===== config.mk =====
export PLATFORM = sky130hd
export DESIGN_NAME = rgb_to_hls_converter
export DESIGN_NICKNAME = d
export VERILOG_FILES = /design/src/rtl/rgb_hls_pkg.sv /design/src/rtl/rgb_to_hls_converter.sv /design/src/rtl/rgb_hls_front.sv /design/src/rtl/rgb_hls_queue.sv /design/src/rtl/rgb_hls_div.sv /design/src/rtl/rgb_hls_back.sv
export SDC_FILE = /design/constraint.sdc
export NUM_CORES = 2
export LEC_CHECK = 0
export BUFFER_PORTS_ARGS = -buffer_cell sky130_fd_sc_hd__buf_2
export CAP_MARGIN = 20
export CORE_ASPECT_RATIO = 0.6
export CORE_MARGIN = 10
export CORE_UTILIZATION = 35
export DETAILED_ROUTE_END_ITERATION = 8
export SYNTH_ARGS = -nofsm -noshare
export SYNTH_HDL_FRONTEND = slang
export SYNTH_SLANG_ARGS = --single-unit

===== constraint.sdc =====
create_clock -name clk -period 96.7 [get_ports clk]
set_clock_uncertainty 0.15 [all_clocks]
set_input_delay 0 -clock clk [delete_from_list [all_inputs] [get_ports clk]]
set_output_delay 0 -clock clk [all_outputs]
set_load 0.02 [all_outputs]

===== src/rtl/rgb_hls_pkg.sv =====
// ----------------------------------------------------------------------------
// rgb_hls_pkg
// shared types and constants of the rgb to hls converter
// ----------------------------------------------------------------------------
`timescale 1ns / 1ps

package rgb_hls_pkg;

  localparam int LEVEL_MAX_DEF = 255;
  localparam int CH_W          = 8;
  localparam int NUM_W         = 16;
  localparam int DEN_W         = 9;
  localparam int HUE_W         = 11;

  localparam logic [1:0] MAX_RED   = 2'd0;
  localparam logic [1:0] MAX_GREEN = 2'd1;
  localparam logic [1:0] MAX_BLUE  = 2'd2;

  typedef struct packed {
    logic [CH_W-1:0] red;
    logic [CH_W-1:0] green;
    logic [CH_W-1:0] blue;
  } pixel_t;

  typedef struct packed {
    logic [CH_W-1:0] lightness;
    logic [CH_W-1:0] saturation;
    logic [CH_W-1:0] hue;
  } hls_t;

  typedef struct packed {
    logic            grey;
    logic            sat_full;
    logic [1:0]      max_sel;
    logic [CH_W-1:0] light;
  } side_t;

  typedef struct packed {
    side_t              side;
    logic [NUM_W-1:0]   sat_num;
    logic [DEN_W-1:0]   sat_den;
    logic [NUM_W-1:0]   r_num;
    logic [NUM_W-1:0]   g_num;
    logic [NUM_W-1:0]   b_num;
    logic [DEN_W-1:0]   hue_den;
  } work_t;

endpackage


===== src/rtl/rgb_to_hls_converter.sv =====
// ----------------------------------------------------------------------------
// rgb_to_hls_converter
// integer rgb to hue, lightness, saturation conversion of a pixel stream
// ----------------------------------------------------------------------------
//   channel   direction  handshake                      payload
//   pixel     in         pixel_valid / pixel_ready      pixel_t  (red, green, blue)
//   result    out        result_valid / result_ready    hls_t    (lightness, saturation, hue)
//
// one pixel accepted per clock when the output is taken
// path: front register, queue, 16 divider stages, result register
// the 16-stage divider pipeline sets the latency; its four lanes run in lockstep
// reset clears only valid flags, queue pointers and the queue count
// a stalled result freezes the back part; the queue lets the front take two more requests
`timescale 1ns / 1ps

module rgb_to_hls_converter
  import rgb_hls_pkg::*;
#(
  parameter int LEVEL_MAX = LEVEL_MAX_DEF
) (
  input  logic   clk,
  input  logic   rst,
  input  logic   pixel_valid,
  output logic   pixel_ready,
  input  pixel_t pixel,
  output logic   result_valid,
  input  logic   result_ready,
  output hls_t   result
);

  // front to queue
  logic  fq_valid, fq_ready;
  work_t fq_data;
  // queue to back
  logic  qb_valid, qb_ready;
  work_t qb_data;

  // classify: max, min, lightness and divider operands
  rgb_hls_front #(.LEVEL_MAX(LEVEL_MAX)) u_front (
    .clk, .rst,
    .pixel_valid, .pixel_ready, .pixel,
    .work_valid(fq_valid), .work_ready(fq_ready), .work(fq_data)
  );

  // decouples the front from back-end stalls
  rgb_hls_queue u_queue (
    .clk, .rst,
    .in_valid(fq_valid), .in_ready(fq_ready), .in_data(fq_data),
    .out_valid(qb_valid), .out_ready(qb_ready), .out_data(qb_data)
  );

  // divisions, hue wrap and output register
  rgb_hls_back #(.LEVEL_MAX(LEVEL_MAX)) u_back (
    .clk, .rst,
    .work_valid(qb_valid), .work_ready(qb_ready), .work(qb_data),
    .result_valid, .result_ready, .result
  );

endmodule


===== src/rtl/rgb_hls_front.sv =====
// ----------------------------------------------------------------------------
// rgb_hls_front
// takes pixels, finds max and min, sets up divider operands
// ----------------------------------------------------------------------------
`timescale 1ns / 1ps

module rgb_hls_front
  import rgb_hls_pkg::*;
#(
  parameter int LEVEL_MAX = LEVEL_MAX_DEF
) (
  input  logic   clk,
  input  logic   rst,
  input  logic   pixel_valid,
  output logic   pixel_ready,
  input  pixel_t pixel,
  output logic   work_valid,
  input  logic   work_ready,
  output work_t  work
);

  localparam int HALF  = LEVEL_MAX / 2;
  localparam int SIXTH = LEVEL_MAX / 6;
  localparam int TWO_M = 2 * LEVEL_MAX;

  logic [CH_W-1:0]  cmax, cmin, spread, light;
  logic [8:0]       sum;
  logic [9:0]       sum_inc, two_m_diff;
  logic             light_low, sat_full;
  logic [DEN_W-1:0] sat_den;
  logic [NUM_W-1:0] sat_prod, r_prod, g_prod, b_prod;
  logic [1:0]       max_sel;
  work_t            work_next;

  assign pixel_ready = !work_valid || work_ready;

  always_comb begin
    cmax = pixel.red;
    cmin = pixel.red;
    if (pixel.green > cmax) cmax = pixel.green;
    if (pixel.blue > cmax) cmax = pixel.blue;
    if (pixel.green < cmin) cmin = pixel.green;
    if (pixel.blue < cmin) cmin = pixel.blue;
    spread  = cmax - cmin;
    sum     = {1'b0, cmax} + {1'b0, cmin};
    // (sum*M + M) / 2M reduces to (sum + 1) / 2
    sum_inc = {1'b0, sum} + 10'd1;
    light   = sum_inc[8:1];

    light_low  = light <= CH_W'(HALF);
    two_m_diff = 10'(TWO_M) - {1'b0, sum};
    sat_full   = !light_low && ({1'b0, sum} >= 10'(TWO_M));
    if (light_low) begin
      sat_den = sum;
    end else if (sat_full) begin
      sat_den = DEN_W'(1);
    end else begin
      sat_den = two_m_diff[DEN_W-1:0];
    end

    sat_prod = NUM_W'(spread) * NUM_W'(LEVEL_MAX);
    r_prod   = NUM_W'(cmax - pixel.red) * NUM_W'(SIXTH);
    g_prod   = NUM_W'(cmax - pixel.green) * NUM_W'(SIXTH);
    b_prod   = NUM_W'(cmax - pixel.blue) * NUM_W'(SIXTH);

    if (pixel.red == cmax) begin
      max_sel = MAX_RED;
    end else if (pixel.green == cmax) begin
      max_sel = MAX_GREEN;
    end else begin
      max_sel = MAX_BLUE;
    end

    // half the divisor added up front gives round half up
    work_next.side.grey     = spread == '0;
    work_next.side.sat_full = sat_full;
    work_next.side.max_sel  = max_sel;
    work_next.side.light    = light;
    work_next.sat_num       = sat_prod + NUM_W'(sat_den >> 1);
    work_next.sat_den       = sat_den;
    work_next.r_num         = r_prod + NUM_W'(spread >> 1);
    work_next.g_num         = g_prod + NUM_W'(spread >> 1);
    work_next.b_num         = b_prod + NUM_W'(spread >> 1);
    work_next.hue_den       = {1'b0, spread};
  end

  always_ff @(posedge clk) begin
    if (rst) begin
      work_valid <= 1'b0;
    end else if (pixel_ready) begin
      work_valid <= pixel_valid;
    end
  end

  always_ff @(posedge clk) begin
    if (pixel_ready && pixel_valid) begin
      work <= work_next;
    end
  end

endmodule


===== src/rtl/rgb_hls_queue.sv =====
// ----------------------------------------------------------------------------
// rgb_hls_queue
// two-entry queue between front and back
// ----------------------------------------------------------------------------
`timescale 1ns / 1ps

module rgb_hls_queue
  import rgb_hls_pkg::*;
(
  input  logic  clk,
  input  logic  rst,
  input  logic  in_valid,
  output logic  in_ready,
  input  work_t in_data,
  output logic  out_valid,
  input  logic  out_ready,
  output work_t out_data
);

  work_t      mem [2];
  logic       wr_ptr, rd_ptr;
  logic [1:0] count;
  logic       push, pop;

  assign in_ready  = count != 2'd2;
  assign out_valid = count != 2'd0;
  assign out_data  = mem[rd_ptr];
  assign push      = in_valid && in_ready;
  assign pop       = out_valid && out_ready;

  always_ff @(posedge clk) begin
    if (rst) begin
      wr_ptr <= 1'b0;
      rd_ptr <= 1'b0;
      count  <= 2'd0;
    end else begin
      if (push) wr_ptr <= !wr_ptr;
      if (pop) rd_ptr <= !rd_ptr;
      if (push && !pop) begin
        count <= count + 2'd1;
      end else if (pop && !push) begin
        count <= count - 2'd1;
      end
    end
  end

  always_ff @(posedge clk) begin
    if (push) mem[wr_ptr] <= in_data;
  end

endmodule


===== src/rtl/rgb_hls_div.sv =====
// ----------------------------------------------------------------------------
// rgb_hls_div
// pipelined restoring divider, one quotient bit per stage
// ----------------------------------------------------------------------------
`timescale 1ns / 1ps

module rgb_hls_div
  import rgb_hls_pkg::*;
(
  input  logic             clk,
  input  logic             en,
  input  logic [NUM_W-1:0] num,
  input  logic [DEN_W-1:0] den,
  output logic [NUM_W-1:0] quo
);

  logic [DEN_W-1:0] rem_s [NUM_W];
  logic [NUM_W-1:0] num_s [NUM_W];
  logic [NUM_W-1:0] quo_s [NUM_W];
  logic [DEN_W-1:0] den_s [NUM_W];

  for (genvar k = 0; k < NUM_W; k++) begin : g_stage
    logic [DEN_W-1:0] rem_in, den_in;
    logic [NUM_W-1:0] num_in, quo_in;
    logic [DEN_W:0]   trial, diff;
    logic             ge;

    if (k == 0) begin : g_first
      assign rem_in = '0;
      assign num_in = num;
      assign quo_in = '0;
      assign den_in = den;
    end else begin : g_next
      assign rem_in = rem_s[k-1];
      assign num_in = num_s[k-1];
      assign quo_in = quo_s[k-1];
      assign den_in = den_s[k-1];
    end

    assign trial = {rem_in, num_in[NUM_W-1]};
    assign ge    = trial >= {1'b0, den_in};
    assign diff  = trial - {1'b0, den_in};

    always_ff @(posedge clk) begin
      if (en) begin
        rem_s[k] <= ge ? diff[DEN_W-1:0] : trial[DEN_W-1:0];
        num_s[k] <= num_in << 1;
        quo_s[k] <= {quo_in[NUM_W-2:0], ge};
        den_s[k] <= den_in;
      end
    end
  end

  assign quo = quo_s[NUM_W-1];

endmodule


===== src/rtl/rgb_hls_back.sv =====
// ----------------------------------------------------------------------------
// rgb_hls_back
// divider lanes, hue wrap and result register
// ----------------------------------------------------------------------------
`timescale 1ns / 1ps

module rgb_hls_back
  import rgb_hls_pkg::*;
#(
  parameter int LEVEL_MAX = LEVEL_MAX_DEF
) (
  input  logic  clk,
  input  logic  rst,
  input  logic  work_valid,
  output logic  work_ready,
  input  work_t work,
  output logic  result_valid,
  input  logic  result_ready,
  output hls_t  result
);

  localparam int THIRD      = LEVEL_MAX / 3;
  localparam int TWO_THIRDS = (2 * LEVEL_MAX) / 3;

  logic             advance;
  logic             vld    [NUM_W];
  side_t            side_s [NUM_W];
  logic [NUM_W-1:0] q_sat, q_r, q_g, q_b;
  side_t            side_o;
  logic [CH_W-1:0]  d_a, d_b;
  logic signed [HUE_W-1:0] hue_s;
  hls_t             result_next;

  assign advance    = !result_valid || result_ready;
  assign work_ready = advance;

  rgb_hls_div u_div_sat (.clk, .en(advance), .num(work.sat_num), .den(work.sat_den), .quo(q_sat));
  rgb_hls_div u_div_r   (.clk, .en(advance), .num(work.r_num), .den(work.hue_den), .quo(q_r));
  rgb_hls_div u_div_g   (.clk, .en(advance), .num(work.g_num), .den(work.hue_den), .quo(q_g));
  rgb_hls_div u_div_b   (.clk, .en(advance), .num(work.b_num), .den(work.hue_den), .quo(q_b));

  for (genvar k = 0; k < NUM_W; k++) begin : g_side
    always_ff @(posedge clk) begin
      if (rst) begin
        vld[k] <= 1'b0;
      end else if (advance) begin
        vld[k] <= (k == 0) ? work_valid : vld[(k == 0) ? 0 : k-1];
      end
    end
    always_ff @(posedge clk) begin
      if (advance) begin
        side_s[k] <= (k == 0) ? work.side : side_s[(k == 0) ? 0 : k-1];
      end
    end
  end

  assign side_o = side_s[NUM_W-1];

  always_comb begin
    case (side_o.max_sel)
      MAX_RED: begin
        hue_s = '0;
        d_a   = q_b[CH_W-1:0];
        d_b   = q_g[CH_W-1:0];
      end
      MAX_GREEN: begin
        hue_s = HUE_W'(THIRD);
        d_a   = q_r[CH_W-1:0];
        d_b   = q_b[CH_W-1:0];
      end
      default: begin
        hue_s = HUE_W'(TWO_THIRDS);
        d_a   = q_g[CH_W-1:0];
        d_b   = q_r[CH_W-1:0];
      end
    endcase
    hue_s = hue_s + $signed({3'b000, d_a}) - $signed({3'b000, d_b});
    if (hue_s < 0) hue_s = hue_s + HUE_W'(LEVEL_MAX);
    if (hue_s > HUE_W'(LEVEL_MAX)) hue_s = hue_s - HUE_W'(LEVEL_MAX);
    if (hue_s > HUE_W'(255)) hue_s = HUE_W'(255);

    result_next.lightness = side_o.light;
    if (side_o.grey) begin
      result_next.saturation = '0;
      result_next.hue        = CH_W'(TWO_THIRDS);
    end else begin
      if (side_o.sat_full) begin
        result_next.saturation = CH_W'(LEVEL_MAX);
      end else if (q_sat[NUM_W-1:CH_W] != '0) begin
        result_next.saturation = '1;
      end else begin
        result_next.saturation = q_sat[CH_W-1:0];
      end
      result_next.hue = hue_s[CH_W-1:0];
    end
  end

  always_ff @(posedge clk) begin
    if (rst) begin
      result_valid <= 1'b0;
    end else if (advance) begin
      result_valid <= vld[NUM_W-1];
    end
  end

  always_ff @(posedge clk) begin
    if (advance) result <= result_next;
  end

endmodule


==> qor.tcl <==
set qor(outcome) {completed}
set qor(least_margin_pin_slew_ns) 1.20
set qor(first_pass_iters) 5
set qor(period_share) 0.125
set qor(regToRegEndpoint) {u_back.result[5]}
set qor(grtUsageTotal) 0.125
set qor(drv_cap) 0
set qor(crit_fanout) 15
set qor(final_layout_size_suffix_gt1_frac) 0.0745
set qor(timing.max_slew.rel_slack) 0.200
set qor(layout_commonest_cell) {sky130_fd_sc_hd__edfxtp_1}
set qor(synthArstFlopShare) 0
set qor(combined_area_of_all_synthesized_cells_mm2) 0.0956
set qor(antenna_violations_before_repair) 7
set qor(synthMuxAreaShare) 0.0242
set qor(num_vias) 52543
set qor(ioPinCount) 54
set qor(synth.top_cells.by_area) {sky130_fd_sc_hd__edfxtp_1, sky130_fd_sc_hd__ha_1, sky130_fd_sc_hd__xnor2_1, sky130_fd_sc_hd__a21oi_1, sky130_fd_sc_hd__fa_1}
set qor(yosysTopAreaCellShare) 0.621
set qor(synth_enable_flop_cells) 1976
set qor(ff2ff_path_depth) 14
set qor(yosysTopAreaCell) {sky130_fd_sc_hd__edfxtp_1}
set qor(placement.io_buffers) 53
set qor(synth_compound_area_frac) 0.0823
set qor(initial_utilization) 0.352
set qor(core_mm2) 0.271
set qor(synth_fa_ha_area_frac) 0.122
set qor(die_y_um) 425
set qor(synth_simple_gate_area_share) 0.0730
set qor(holdCritStartpoint) {pixel[18]}
set qor(gate_count_post_synth) 7034
set qor(multi_input_comb_area_mm2) 0.0333
set qor(achievable-frequency_mhz) 83.0
set qor(seqCellArea_mm2) 0.0595
set qor(largest_family_of_logic_cells_by_synthesized_area) {adder cells}
set qor(finalSetupViolations) 0
set qor(rsz_0062_raised_after_global_routing) {false}
set qor(count_of_different_cell_masters_after_synthesis) 68
set qor(cts-htree-levels) 4
set qor(xor_and_xnor_area_share_after_synthesis) 0.0463
set qor(tritoncts) {done}
set qor(areaGrowthSynthToFinish_pct) 11.9
set qor(vias_per_cell) 4.78
set qor(chipWidth_um) 695
set qor(most-common-layout-cells) {sky130_fd_sc_hd__edfxtp_1, sky130_fd_sc_hd__ha_1, sky130_fd_sc_hd__inv_1, sky130_fd_sc_hd__nor2_1, sky130_fd_sc_hd__a21oi_1}
set qor(drt_iter0_drc) 4038
set qor(timing_hold_violations_final) 0
set qor(wl_per_cell_um) 17.2
set qor(finalWeightedCongestion) 0.854
set qor(num-fill-cells) 25213
set qor(timing.critical_path.to_type) {register}
set qor(critical_path_arrival_ns) 12.50
set qor(max_slew_violation_count) 0
set qor(critPathMostFrequentCell) {sky130_fd_sc_hd__a21oi_1}
set qor(clk_path_buf_depth) 4
set qor(cts_root_buf) {sky130_fd_sc_hd__clkbuf_16}
set qor(min_path_cells) 6
set qor(place_hpwl_um) 138000
set qor(ys.warnings.count) 0
set qor(synth-seq-cells) 1983
set qor(hold_end) {u_front.work[2]}
set qor(worstSetupStartpointType) {input pin}
set qor(synth_flop_cell) {sky130_fd_sc_hd__edfxtp_1}
set qor(cts_buffers) 196
set qor(drc) 0
set qor(criticalPathCategory) {input pin to register}
set qor(grt_pass1_wl_um) 299000
set qor(path_clk_slew_ns) 0.07
set qor(grt_max_degree) 190
set qor(synth_area_per_cell_um2) 13.6
set qor(crit_slowest_cell) {sky130_fd_sc_hd__a21oi_1}
set qor(die_area_mm2) 0.295
set qor(critical_path.reg2reg.startpoint) {u_back.side_s[1][92]}
set qor(final.setup.tns_ns) 0
set qor(cts_num_sinks) 1983
set qor(synth-seq-area-share) 0.622
set qor(cts_setup_buffers) 0
set qor(finalWorstPathRequiredPeriod_ns) 12.06
set qor(final_nets) 8125
set qor(reg2reg_slack_ns) 91.32
set qor(postRouteAntennaNets) 0
set qor(wl_um) 189000
set qor(hold_removal_path_class) {input pin to register}
set qor(postSynthNetCount) 7913
set qor(slowest_stage_delay_cp_ns) 0.66
set qor(vias_in_the_first_global_route) 52131
set qor(floorplan.rows) 148
set qor(grt_overflow) 0
set qor(cp_data_required_time_ns) 97.14
set qor(clock_insertion_delay_at_the_later_pin_of_the_skew_report_ns) 0.85
[logic make-up after synthesis]
| kind of cell | after synthesis |
|---|---|
| mux | 210 |
| flops | 1983 |
| fa+ha+maj | 851 |
| buf+inv | 767 |
| xor+xnor | 505 |
| compound gates | 1303 |
| simple gates | 1415 |
[per-stage QoR]
stage | hold WS, ns | setup slack [ns] | instances | cell area (um2) | utilization
2_1_floorplan | -0.0205 | 53.81 | 7034 | 95600 | -
3_3_place_gp | 0.121 | 84.16 | 10629 | 100000 | 0.370
3_5_place_dp | 0.127 | 84.61 | 10631 | 100000 | 0.370
4_1_cts | 0.0470 | 84.89 | 10991 | 107000 | 0.394
5_1_grt | 0.143 | 84.04 | 10994 | 107000 | 0.394
6_report | 0.121 | 84.64 | 10994 | 107000 | 0.394
[flip-flops by register name, summed over array words and instances (netlist names), 50 cells and up, named ones only]
| name | flops |
|---|---|
| u_back.side_s | 192 |
| u_back.u_div_b.den_s | 56 |
| u_back.u_div_b.num_s | 105 |
| u_back.u_div_b.rem_s | 135 |
| u_back.u_div_g.num_s | 111 |
| u_back.u_div_g.rem_s | 135 |
| u_back.u_div_r.den_s | 50 |
| u_back.u_div_r.num_s | 113 |
| u_back.u_div_r.rem_s | 135 |
| u_back.u_div_sat.den_s | 135 |
| u_back.u_div_sat.num_s | 120 |
| u_back.u_div_sat.quo_s | 136 |
| u_back.u_div_sat.rem_s | 135 |
| u_front.work | 90 |
| u_queue.mem | 180 |
[worst max-delay path, delay by kind of cell]
| family | cells | cell delay [ns] |
|---|---|---|
| compound gates | 20 | 5.01 |
| fa+ha+maj | 8 | 3.27 |
| simple gates | 8 | 1.37 |
| xor+xnor | 3 | 1.12 |
| buf+inv | 6 | 0.99 |
| mux | 2 | 0.74 |
[cell type report]
class | count | share of cell area
repair buffers | 104 | 0.00703
multi-input cells | 4284 | 0.311
flip-flops and latches | 1983 | 0.556
clock buffers | 238 | 0.0481
clock inverters | 107 | 0.0118
inverters | 677 | 0.0238
well taps | 3600 | 0.0421
diodes | 1 | 0.0000234
[synthesized netlist by cell type (all sizes together) (4+ instances only)]
| cell type | n |
|---|---|
| o211a | 5 |
| xnor2 | 398 |
| ha | 718 |
| and2 | 37 |
| nand2b | 98 |
| inv | 677 |
| o311ai | 4 |
| a21boi | 97 |
| nor4b | 4 |
| nand2 | 155 |
| o211ai | 8 |
| o41ai | 8 |
| a211oi | 16 |
| buf | 6 |
| o21bai | 9 |
| nand3b | 41 |
| or2 | 15 |
| dfxtp | 7 |
| a21oi | 552 |
| mux2i | 43 |
| clkbuf | 84 |
| mux2 | 167 |
| nor3 | 67 |
| a21o | 272 |
| o21ai | 253 |
| nor2 | 595 |
| o21a | 15 |
| o31ai | 6 |
| a2111oi | 16 |
| edfxtp | 1976 |
| and3 | 17 |
| a211o | 6 |
| nor2b | 211 |
| a31oi | 8 |
| fa | 133 |
| nor4 | 9 |
| or3 | 6 |
| xor2 | 107 |
| nand4 | 123 |
| o31a | 4 |
| and4 | 4 |
| nand3 | 25 |
[worst max path at each step]
| stage | start | to | slack [ns] | cells past startpoint |
|---|---|---|---|---|
| after floorplan | u_back.result_valid | u_queue.count[1] | 53.81 | 7 |
| after global placement | pixel[17] | u_front.work[81] | 84.16 | 46 |
| after detailed placement | pixel[17] | u_front.work[81] | 84.61 | 49 |
| after CTS | pixel[17] | u_front.work[81] | 84.89 | 50 |
| after global routing | pixel[17] | u_front.work[81] | 84.04 | 48 |
| final | pixel[17] | u_front.work[81] | 84.64 | 47 |
[routing by layer]
layer | GRT usage | up-vias | part of all wire
li1 | - | 25996 | -
met1 | 0.211 | 25363 | 0.56
met2 | 0.162 | 935 | 0.37
met3 | 0.0222 | 247 | 0.050
met4 | 0.0257 | 2 | 0.017
met5 | 0 | - | 0.000069
[repair_timing]
item / 4_1_cts / 5_1_grt
endpoints found under the hold margin: 83 / 0
gates resized for setup: 0 / 0
hold buffers: 15 / 0
Power is not shown: default switching activity piles up to over one toggle a cycle in this logic, so the estimate is an artifact.
